$ cat src/rtl/core/wmf_pkg.sv
// Shared constants, types and compare helpers for the 3x3 median/mean filter.
package wmf_pkg;

  localparam int MAX_LINE_WIDTH = 1024;
  localparam int WINDOW_SIZE    = 3;
  localparam int WIN_CELLS      = WINDOW_SIZE * WINDOW_SIZE;
  localparam int MIN_LINE_WIDTH = 3;

  localparam int PIX_W = 8;
  localparam int ROW_W = 16;
  localparam int COL_W = $clog2(MAX_LINE_WIDTH);
  localparam int LW_W  = 11;

  localparam int ROW_SUM_W = PIX_W + 2;
  localparam int SUM_W     = PIX_W + 4;

  // floor(s / 9) == (s * ceil(2^16 / 9)) >> 16 for every s below 2^15
  localparam int               MEAN_SHIFT   = 16;
  localparam int               MEAN_RECIP_W = 13;
  localparam logic [MEAN_RECIP_W-1:0] MEAN_RECIP = MEAN_RECIP_W'(7282);
  localparam int               PROD_W       = SUM_W + MEAN_RECIP_W;

  localparam logic [ROW_W-1:0] ROW_MAX = '1;

  localparam int FIFO_DEPTH = 8;
  localparam int FIFO_AW    = $clog2(FIFO_DEPTH);
  localparam int OCC_W      = $clog2(FIFO_DEPTH + 1);

  typedef enum logic [0:0] {
    CFG_FILTER_MODE = 1'b0,
    CFG_LINE_WIDTH  = 1'b1
  } cfg_index_t;

  typedef enum logic {
    MODE_MEDIAN = 1'b0,
    MODE_MEAN   = 1'b1
  } filter_mode_t;

  typedef logic [PIX_W-1:0] pixel_t;

  typedef struct packed {
    logic             has_result;
    logic [ROW_W-1:0] row;
    logic [COL_W-1:0] col;
  } tag_t;

  typedef struct packed {
    pixel_t           value;
    logic [ROW_W-1:0] row;
    logic [COL_W-1:0] col;
  } result_t;

  typedef struct packed {
    pixel_t lo;
    pixel_t md;
    pixel_t hi;
  } triple_t;

  function automatic triple_t sort3(pixel_t a, pixel_t b, pixel_t c);
    pixel_t  x;
    pixel_t  y;
    pixel_t  z;
    pixel_t  t;
    triple_t r;
    x = a;
    y = b;
    z = c;
    if (x > y) begin
      t = x; x = y; y = t;
    end
    if (y > z) begin
      t = y; y = z; z = t;
    end
    if (x > y) begin
      t = x; x = y; y = t;
    end
    r.lo = x;
    r.md = y;
    r.hi = z;
    return r;
  endfunction

  function automatic pixel_t median3(pixel_t a, pixel_t b, pixel_t c);
    triple_t s;
    s = sort3(a, b, c);
    return s.md;
  endfunction

  function automatic pixel_t max3(pixel_t a, pixel_t b, pixel_t c);
    pixel_t m;
    m = (a > b) ? a : b;
    return (m > c) ? m : c;
  endfunction

  function automatic pixel_t min3(pixel_t a, pixel_t b, pixel_t c);
    pixel_t m;
    m = (a < b) ? a : b;
    return (m < c) ? m : c;
  endfunction

endpackage

$ cat src/rtl/core/wmf_out_fifo.sv
// Result queue that decouples the filter pipeline from the output stall.
module wmf_out_fifo (
  input  logic             clk,
  input  logic             rst,
  input  logic             push,
  input  wmf_pkg::result_t push_data,
  input  logic             pop,
  output logic             not_empty,
  output wmf_pkg::result_t head
);

  wmf_pkg::result_t             mem [wmf_pkg::FIFO_DEPTH];
  logic [wmf_pkg::FIFO_AW-1:0]  wr_ptr;
  logic [wmf_pkg::FIFO_AW-1:0]  rd_ptr;
  logic [wmf_pkg::OCC_W-1:0]    count;

  always_ff @(posedge clk) begin
    if (push) begin
      mem[wr_ptr] <= push_data;
    end
  end

  always_ff @(posedge clk) begin
    if (rst) begin
      wr_ptr <= '0;
      rd_ptr <= '0;
      count  <= '0;
    end else begin
      if (push) begin
        wr_ptr <= wr_ptr + wmf_pkg::FIFO_AW'(1);
      end
      if (pop) begin
        rd_ptr <= rd_ptr + wmf_pkg::FIFO_AW'(1);
      end
      count <= count + wmf_pkg::OCC_W'(push) - wmf_pkg::OCC_W'(pop);
    end
  end

  assign not_empty = (count != '0);
  assign head      = mem[rd_ptr];

endmodule

$ cat config.mk
export PLATFORM = sky130hd
export DESIGN_NAME = wmf_out_fifo
export DESIGN_NICKNAME = d
export VERILOG_FILES = /design/src/rtl/core/wmf_pkg.sv /design/src/rtl/core/wmf_out_fifo.sv
export SDC_FILE = /design/constraint.sdc
export NUM_CORES = 1
export LEC_CHECK = 0
export BUFFER_PORTS_ARGS = -buffer_cell sky130_fd_sc_hd__clkbuf_2
export CAP_MARGIN = 5
export CORE_MARGIN = 8
export CORE_UTILIZATION = 45
export CTS_CLUSTER_SIZE = 12
export DETAILED_ROUTE_END_ITERATION = 7
export SETUP_SLACK_MARGIN = 0.3
export SLEW_MARGIN = 20
export SYNTH_ARGS = -nofsm -noshare
export SYNTH_HDL_FRONTEND = slang
export SYNTH_SLANG_ARGS = --single-unit
$ cat constraint.sdc
create_clock -name clk -period 4.04 [get_ports clk]
set_input_delay 0.606 -clock clk [delete_from_list [all_inputs] [get_ports clk]]
set_output_delay 0.606 -clock clk [all_outputs]
set_load 0.01 [all_outputs]
==> summary.md <==
| Metric | Value |
|---|---|
| Status | complete, no violations |
| Seq/Total Area, Yosys | 0.770 |
| GRT Total Usage | 0.142 |
| Sink Count | 285 |
| Initial Utilization | 0.454 |
| Core area | around 24000 sq um |
| Die area | 29600 sq um |
| Setup repair bufs after CTS | 0 |
| Final HPWL DP | ~12000 um |
| Post-synth top cells | 272 x edfxtp_1, 56 x mux4_2, 20 x mux2_4 |
| IO Pins | 73 |
| CTS tree | built |
| Setup crit end | head[18] |
| Final Hold Viols | 0 |
| Residual DRC count | 0 |
| P per Cell Area | between 500 and 600 nW/um^2 |
| Antenna fix cells | 0 |
| Remaining antenna violation count | 0 |
| Worst r2r src | wr_ptr[0]$_SDFFE_PP0P_ |
| Reg2reg end | mem[3][23]$_DFFE_PP_ |
| Post-Syn Nets | 508 |
| Wire length of the first global-routing pass | 31400 um |
| Hold Path Cell Cnt | 1 |
| Initial antenna violation count | 2 |
| Via Count | between 4000 and 5000 |
| Top cells by area, synth | edfxtp_1 75%, mux4_2 12%, mux4_1 2.9% |
| Kind of critical path | reg2out |
| Crit path launch type | flop |
| Routed wire length | 20600 um |
| Area growth from synthesis to layout | 15.5% |
| R2R setup slack | between 2 and 2.5 ns |
| RSZ-0062 raised after global routing | false |
| Number of cell rows | 57 |
| Post-Syn Instances | 462 |
| Worst R2R Path Depth | 3 |
| Clock buffer count from CTS | 30 |
| Crit path required time | 3.43 ns |
| Clock slew at reported path FFs | 0.06 ns |
| Grt ovf | 0 |
| Clock buffer depth | 3 |
| Fin crit share | 0.818 |
| Register area | 8440 sq um |
| Mean Syn Cell Area | 23.7 sq um |
| Post-Synthesis Cell Area | 11000 sq um |
| Drt first pass iters | 5 |
| Unique masters post-synth | 24 |
| Maximum VDD drop | approximately 0.32 mV |
| Least-Margin Pin Slew | 1.01 ns |
| Filler instances | 1922 |
| Main synth FF type | edfxtp_1 |
| H-tree depth | 1 |
| Fmax | 0.303 GHz |
| Max-slew violations | 0 |
| Post-synth top area share | 0.746 |
| Post-synth top area cell | edfxtp_1 |
| Worst-path maximum fanout | 32 |
| Worst hold path class | in2reg |
| Root Buffer | clkbuf_16 |
| Core Util, Final | 0.525 |
| # setup viols final | 0 |
| Avg WL per Cell | 22.9 um |
| Area of the multi-input gates | 2410 sq um |
| Die Y | 172 um |
| Leakage power | 4.16 nW |
| Yosys reg bits | around 290 |
| GPL Wtd Cong | 0.707 |
| Post-CTS Hold Buffers | 0 |
| Resized cells post-CTS | 0 |
| Hold Crit Start | push_data[7] |
| Nets | 608 |
| Max_slew headroom | 0.325 |
| Total negative slack | 0 ns |
| Vias in the first global route | 5308 |
| Initial DRC count | 285 |
| CP endpoint kind | output pin |
| Largest net degree at the start of global routing | 69 |
| Die Width | 172 um |
| Asr flop ratio synth | 0 |
| Layout cell share with drive strength beyond 1 | 0.393 |
| Most frequent cell after synthesis | edfxtp_1 |
| Clk Latency, worst-skew pair | 0.54 ns |
| Synth warnings | 0 |
| EDFF count, synth | 272 |
| Clock Skew | 0.0170 ns |
| Vias per Instance | 5.33 |
| Max cap viols | 0 |
| Final min period | between 3 and 4 ns |
| IO Port Bufs | 72 |
| Worst EP arrival | 2.70 ns |
==> report_power, final <==
| group | switching, W | total (W) | internal, W |
|---|---|---|---|
| combinational | 0.000273 | 0.000560 | 0.000287 |
| sequential | 0.0000582 | 0.00339 | 0.00333 |
| clock | 0.00102 | 0.00246 | 0.00144 |
| total | 0.00135 | 0.00641 | 0.00505 |
==> per-layer routing <==
metal  vias to the layer above  wire (um)  share of wire  GRT usage
met2                       111      10500           0.51      0.243
met5                         -         27         0.0013          0
met4                         4        230          0.011     0.0367
met3                        22       1080          0.053     0.0308
met1                      2530       8750           0.42      0.183
li1                       2135          -              -          -
==> sequential cells by signal, indices dropped and copies added, names as in the netlist, named ones only <==
signal / flops
rd_ptr: 3
mem: 272
wr_ptr: 3
count: 4
==> kinds of logic (layout without fill, tap and decap cells) <==
group / after synthesis / count (layout) / share of synthesized area
AOI/OAI and AO/OA: 3 / 3 / 0.00171
xor gates and xnor gates: 5 / 5 / 0.00400
adders and majority gates: 8 / 8 / 0.00983
buffers and inverters: 28 / 143 / 0.0157
DFF: 285 / 285 / 0.770
muxes: 104 / 104 / 0.188
and+or+nand+nor: 29 / 29 / 0.0115
==> critical path, stage by stage, from the launching register on <==
cell,delay (ns)
dfxtp_4,0.78
buf_4,0.38
mux4_1,0.59
mux2_4,0.28
clkbuf_2,0.13
==> through the flow <==
stage	power, W	std cells	hold slack [ns]	cell area (sq um)	setup WS [ns]
2_1_floorplan	0.00381	462	0.485	11000	0.532
3_3_place_gp	0.00400	854	0.504	11800	1.23
3_5_place_dp	0.00403	854	0.525	11800	1.23
4_1_cts	0.00650	901	0.317	12600	0.652
5_1_grt	0.00665	901	0.333	12600	0.543
6_report	0.00641	901	0.347	12600	0.735
==> worst min-delay path by stage <==
| stage | end | slack (ns) |
|---|---|---|
| after CTS | mem[2][13]$_DFFE_PP_ | 0.32 |
| after global placement | flop | 0.50 |
| after floorplan | flop | 0.48 |
| final | mem[0][7]$_DFFE_PP_ | 0.35 |
| after detailed placement | flop | 0.52 |
| after global routing | mem[0][7]$_DFFE_PP_ | 0.33 |
==> cells in the final DEF (no fill, tap or decap), drive strengths merged, types with 2 or more instances in the layout <==
cell,netlist,final
buf,12,17
xnor2,2,2
nand2b,4,4
mux2i,2,2
nor3,2,2
mux2,34,34
nand2,4,4
nor2,16,16
ha,7,7
dfxtp,13,13
clkbuf,9,107
mux4,68,68
inv,7,8
clkinv,0,10
a21oi,2,2
xor2,3,3
edfxtp,272,272
nand3,2,2
==> cell type report <==
cell class / instances / area share
Clock buffer: 35 / 0.0625
Clock inverter: 12 / 0.00643
Inverter: 7 / 0.00208
Multi-Input combinational cell: 149 / 0.190
Sequential cell: 285 / 0.667
Tap cell: 324 / 0.0321
Timing Repair Buffer: 89 / 0.0396
No activity file was read; power rests on OpenSTA's default activity.
