$ cat src/rtl/core/wmf_pkg.sv
// Shared constants, types and compare helpers for the 3x3 median/mean filter.
package wmf_pkg;

  localparam int MAX_LINE_WIDTH = 1024;
  localparam int WINDOW_SIZE    = 3;
  localparam int WIN_CELLS      = WINDOW_SIZE * WINDOW_SIZE;
  localparam int MIN_LINE_WIDTH = 3;

  localparam int PIX_W = 8;
  localparam int ROW_W = 16;
  localparam int COL_W = $clog2(MAX_LINE_WIDTH);
  localparam int LW_W  = 11;

  localparam int ROW_SUM_W = PIX_W + 2;
  localparam int SUM_W     = PIX_W + 4;

  // floor(s / 9) == (s * ceil(2^16 / 9)) >> 16 for every s below 2^15
  localparam int               MEAN_SHIFT   = 16;
  localparam int               MEAN_RECIP_W = 13;
  localparam logic [MEAN_RECIP_W-1:0] MEAN_RECIP = MEAN_RECIP_W'(7282);
  localparam int               PROD_W       = SUM_W + MEAN_RECIP_W;

  localparam logic [ROW_W-1:0] ROW_MAX = '1;

  localparam int FIFO_DEPTH = 8;
  localparam int FIFO_AW    = $clog2(FIFO_DEPTH);
  localparam int OCC_W      = $clog2(FIFO_DEPTH + 1);

  typedef enum logic [0:0] {
    CFG_FILTER_MODE = 1'b0,
    CFG_LINE_WIDTH  = 1'b1
  } cfg_index_t;

  typedef enum logic {
    MODE_MEDIAN = 1'b0,
    MODE_MEAN   = 1'b1
  } filter_mode_t;

  typedef logic [PIX_W-1:0] pixel_t;

  typedef struct packed {
    logic             has_result;
    logic [ROW_W-1:0] row;
    logic [COL_W-1:0] col;
  } tag_t;

  typedef struct packed {
    pixel_t           value;
    logic [ROW_W-1:0] row;
    logic [COL_W-1:0] col;
  } result_t;

  typedef struct packed {
    pixel_t lo;
    pixel_t md;
    pixel_t hi;
  } triple_t;

  function automatic triple_t sort3(pixel_t a, pixel_t b, pixel_t c);
    pixel_t  x;
    pixel_t  y;
    pixel_t  z;
    pixel_t  t;
    triple_t r;
    x = a;
    y = b;
    z = c;
    if (x > y) begin
      t = x; x = y; y = t;
    end
    if (y > z) begin
      t = y; y = z; z = t;
    end
    if (x > y) begin
      t = x; x = y; y = t;
    end
    r.lo = x;
    r.md = y;
    r.hi = z;
    return r;
  endfunction

  function automatic pixel_t median3(pixel_t a, pixel_t b, pixel_t c);
    triple_t s;
    s = sort3(a, b, c);
    return s.md;
  endfunction

  function automatic pixel_t max3(pixel_t a, pixel_t b, pixel_t c);
    pixel_t m;
    m = (a > b) ? a : b;
    return (m > c) ? m : c;
  endfunction

  function automatic pixel_t min3(pixel_t a, pixel_t b, pixel_t c);
    pixel_t m;
    m = (a < b) ? a : b;
    return (m < c) ? m : c;
  endfunction

endpackage

$ cat src/rtl/core/wmf_window_calc.sv
// 3x3 window register and the pipelined median / mean datapath.
module wmf_window_calc (
  input  logic                  clk,
  input  logic                  rst,
  input  logic                  shift_en,
  input  wmf_pkg::tag_t         tag_in,
  input  wmf_pkg::pixel_t       new_top,
  input  wmf_pkg::pixel_t       new_mid,
  input  wmf_pkg::pixel_t       new_pix,
  input  wmf_pkg::filter_mode_t mode,
  output logic                  done_valid,
  output wmf_pkg::tag_t         done_tag,
  output wmf_pkg::pixel_t       done_value
);

  localparam int WS = wmf_pkg::WINDOW_SIZE;

  wmf_pkg::pixel_t  win [wmf_pkg::WIN_CELLS];

  logic             p2_valid;
  wmf_pkg::tag_t    p2_tag;

  logic             p3_valid;
  wmf_pkg::tag_t    p3_tag;
  wmf_pkg::triple_t p3_tri  [WS];
  logic [wmf_pkg::ROW_SUM_W-1:0] p3_rsum [WS];

  logic             p4_valid;
  wmf_pkg::tag_t    p4_tag;
  wmf_pkg::pixel_t  p4_lo;
  wmf_pkg::pixel_t  p4_md;
  wmf_pkg::pixel_t  p4_hi;
  logic [wmf_pkg::SUM_W-1:0] p4_sum;

  logic [wmf_pkg::PROD_W-1:0] mean_prod;
  wmf_pkg::pixel_t  median_val;
  wmf_pkg::pixel_t  mean_val;

  // window: shift left one column, new column enters on the right
  always_ff @(posedge clk) begin
    if (rst) begin
      for (int k = 0; k < wmf_pkg::WIN_CELLS; k++) begin
        win[k] <= '0;
      end
    end else if (shift_en) begin
      for (int r = 0; r < WS; r++) begin
        for (int c = 0; c < WS - 1; c++) begin
          win[r*WS + c] <= win[r*WS + c + 1];
        end
      end
      win[WS-1]         <= new_top;
      win[2*WS-1]       <= new_mid;
      win[WS*WS-1]      <= new_pix;
    end
  end

  always_ff @(posedge clk) begin
    if (rst) begin
      p2_valid <= 1'b0;
      p3_valid <= 1'b0;
      p4_valid <= 1'b0;
    end else begin
      p2_valid <= shift_en;
      p3_valid <= p2_valid;
      p4_valid <= p3_valid;
    end
  end

  // sort each row, then max of mins / median of medians / min of maxes
  always_ff @(posedge clk) begin
    p2_tag <= tag_in;
    p3_tag <= p2_tag;
    for (int r = 0; r < WS; r++) begin
      p3_tri[r]  <= wmf_pkg::sort3(win[r*WS], win[r*WS + 1], win[r*WS + 2]);
      p3_rsum[r] <= wmf_pkg::ROW_SUM_W'(win[r*WS])
                  + wmf_pkg::ROW_SUM_W'(win[r*WS + 1])
                  + wmf_pkg::ROW_SUM_W'(win[r*WS + 2]);
    end
    p4_tag <= p3_tag;
    p4_lo  <= wmf_pkg::max3(p3_tri[0].lo, p3_tri[1].lo, p3_tri[2].lo);
    p4_md  <= wmf_pkg::median3(p3_tri[0].md, p3_tri[1].md, p3_tri[2].md);
    p4_hi  <= wmf_pkg::min3(p3_tri[0].hi, p3_tri[1].hi, p3_tri[2].hi);
    p4_sum <= wmf_pkg::SUM_W'(p3_rsum[0]) + wmf_pkg::SUM_W'(p3_rsum[1])
            + wmf_pkg::SUM_W'(p3_rsum[2]);
  end

  always_comb begin
    median_val = wmf_pkg::median3(p4_lo, p4_md, p4_hi);
    mean_prod  = wmf_pkg::PROD_W'(p4_sum) * wmf_pkg::PROD_W'(wmf_pkg::MEAN_RECIP);
    mean_val   = mean_prod[wmf_pkg::MEAN_SHIFT +: wmf_pkg::PIX_W];
    done_value = (mode == wmf_pkg::MODE_MEAN) ? mean_val : median_val;
  end

  assign done_valid = p4_valid;
  assign done_tag   = p4_tag;

endmodule

$ cat config.mk
export PLATFORM = sky130hd
export DESIGN_NAME = wmf_window_calc
export DESIGN_NICKNAME = d
export VERILOG_FILES = /design/src/rtl/core/wmf_pkg.sv /design/src/rtl/core/wmf_window_calc.sv
export SDC_FILE = /design/constraint.sdc
export NUM_CORES = 1
export LEC_CHECK = 0
export ABC_AREA = 1
export BUFFER_PORTS_ARGS = -buffer_cell sky130_fd_sc_hd__buf_2
export CORE_MARGIN = 2
export CORE_UTILIZATION = 31
export DETAILED_ROUTE_END_ITERATION = 8
export PLACE_DENSITY_LB_ADDON = 0.2
export SYNTH_ARGS = -nofsm -noshare
export SYNTH_HDL_FRONTEND = slang
export SYNTH_SLANG_ARGS = --single-unit
$ cat constraint.sdc
create_clock -name clk -period 6.45 [get_ports clk]
set_clock_uncertainty 0.2 [all_clocks]
set_input_delay 1.935 -clock clk [delete_from_list [all_inputs] [get_ports clk]]
set_output_delay 1.935 -clock clk [all_outputs]
set_load 0.01 [all_outputs]
==> qor.yml <==
critPathMaxFanout: 8
final-setup-viol-count: 8
startpoint_type: "register"
status: "finished with violations"
coreArea_um2: 57400
io-pin-count: 91
ant_nets: 0
drv_cap: 0
cts-root-buf: "clkbuf_16"
syn_nets: 2390
crit_required_ns: 4.32
rows: 88
clock-sinks: 294
drive_above_1_share_pct: 18.1
ys.warnings.count: 0
antenna_found_initial: 0
die_height_um: 244
vias_per_cell: 4.50
ys_seq_area_share_pct: 36.9
dpl_cell_area_um2: 19200
period_needed_ns: 6.83
syn_inst: 2022
criticalPathCategory: "register to output pin"
n_fill_cell: 5887
slew_headroom_pct: 31.1
synthTopCellsByArea: "dfxtp_1 (25%), ha_1 (17%), edfxtp_1 (12%)"
grtUsageTotal_pct: 14.4
area_growth_syn_to_layout_pct: 17.1
timing.fmax_mhz: 147
clock_latency_ns: 0.53
ys.flop_type: "dfxtp_1"
drc: 0
setup_ws_ns: -0.375
worst_pin_slew_ns: 1.03
dr.pass1.iters: 5
ys_seq_elements: 294
final_area_um2: 21000
nets: 2506
synthTopCellsByCount: "nand2_1 (387), inv_1 (315), ha_1 (245), dfxtp_1 (222), nor2_1 (131)"
yosysMostFrequentCell: "nand2_1"
grt_setup_unrepaired: "yes"
pre_cts_slack_ns: -0.00551
overflow: 0
drt-initial-drc-count: 578
clk_pin_slew_worst_paths_ns: 0.06
avgSynthCellArea_um2: 8.86
yosysTopAreaCellShare_pct: 24.8
wire_per_inst_um: 14.6
port_buffers: 90
min_path_type: "register to register"
grt_pass1_vias: 13000
finalHoldViolCount: 0
yosysUniqueCellTypes: 48
async_flop_share_pct: 0
antennaDiodeCount: 0
cp_slowest_cell: "dfxtp_2"
violations: "setup timing"
numCtsBuffers: 34
place_congestion: 0.859
max-clock-path-buffers: 3
final_max_slew_viol_count: 0
die_w_um: 244
vias: 13200
synth_edf_count: 72
finalWirelength_um: 42600
hold_buffers: 0
dieArea_um2: 59700
h-tree-depth: 2
crit_path_frequent_cell: "nand2_1"
grt_max_degree: 49
crit_arrival_ns: 4.69
post-route-period-util_pct: 106
start_util_pct: 31.2
synth.cell_area_um2: 17900
cpPeakStageDelay_ns: 0.34
hpwl_um: 34300
crit_path_end_kind: "output pin"
cts_tree: "done"
grt_pass1_wl_um: 68100
yosys.area.top_type: "dfxtp_1"
[metrics by stage]
stage          hold slack, ns  setup TNS [ns]  utilization [%]  instances
2_1_floorplan           0.110               0                -       2022
3_3_place_gp            0.110               0             33.4       2851
3_5_place_dp            0.112        -0.00735             33.4       2851
4_1_cts                 0.123           -2.33             36.1       2919
5_1_grt                 0.127           -5.13             36.5       2925
6_report                0.121           -2.79             36.5       2925
[layer usage]
layer / vias up / GRT usage [%] / part of all wire [%]
met1: 5996 / 18.9 / 47
li1: 6859 / - / -
met4: 0 / 5.34 / 3.1
met2: 237 / 24.0 / 46
met5: - / 0 / 0
met3: 73 / 2.00 / 3.8
[critical path, delay by kind of cell, from the launching register on]
kind	cells	cell delay [ns]
simple gates	13	1.17
compound gates	9	1.04
fa+ha+maj	3	0.82
buf+inv	6	0.81
flops	1	0.34
[final cells by class]
cell class / count / area [um^2] / share of cell area [%]
multi-input cells: 1362 / 10300 / 49.2
flip-flops and latches: 294 / 6640 / 31.7
inverters: 323 / 1210 / 5.80
clock buffers: 47 / 982 / 4.69
well taps: 765 / 957 / 4.57
repair buffers: 122 / 757 / 3.61
clock inverters: 11 / 92.6 / 0.442
repair inverters: 1 / 7.51 / 0.0358
[registers in the layout (all words and copies together) (netlist names), 8 cells and up]
signal and cells:
p3_rsum 30, p3_tag 27, p4_lo 8, p4_md 8
p3_tri 72, p2_tag 27, win 72, done_tag 27
p4_hi 8, p4_sum 12
[cells in the final DEF (no fill, tap or decap), types with 4 or more instances in the layout]
master / count
o21ai_1: 71
ha_4: 23
clkinv_2: 5
nand2_1: 374
inv_1: 306
o211ai_1: 9
a21oi_1: 116
nor2_4: 13
clkbuf_8: 4
o21ai_0: 79
o21bai_1: 4
a21oi_4: 5
clkbuf_16: 37
nand2_2: 29
clkbuf_1: 7
edfxtp_1: 72
o21a_1: 6
nand4_1: 9
xnor2_1: 9
buf_2: 90
dfxtp_2: 15
xor2_1: 20
nor2_1: 122
a21boi_0: 7
buf_4: 27
ha_1: 222
a21oi_2: 10
nand3_2: 9
nand3_1: 48
fa_1: 66
dfxtp_1: 204
inv_2: 16
nand2_4: 4
o21ai_2: 68
a21o_1: 5
[worst paths after layout]
kind | start | endpoint | slack (ns) | cells after the start
worst min-delay path | p2_tag[11] | p3_tag[11] | 0.12 | 0
worst max register to register | win[0][39] | p3_tri[0][33] | 1.16 | 23
worst min register to register | p2_tag[11] | p3_tag[11] | 0.12 | 0
worst max-delay path | p4_md[1] | done_value[6] | -0.38 | 31
[what timing repair did]
item | CTS | global route
cloned | 3 | 0
setup buffers | 7 | 6
endpoints found under the setup margin | 8 | 8
pin swaps | 24 | 26
resized for setup | 86 | 44
[logic make-up after synthesis]
logic type | synth area share [%]
AND/OR/NAND/NOR | 14.4
AO/OA/AOI/OAI | 14.2
XOR/XNOR | 1.42
adder cells (fa/ha/maj) | 24.7
flip-flops | 36.9
buffers and inverters | 8.39
Power is not shown: default switching activity piles up to over one toggle a cycle in this logic, so the estimate is an artifact.
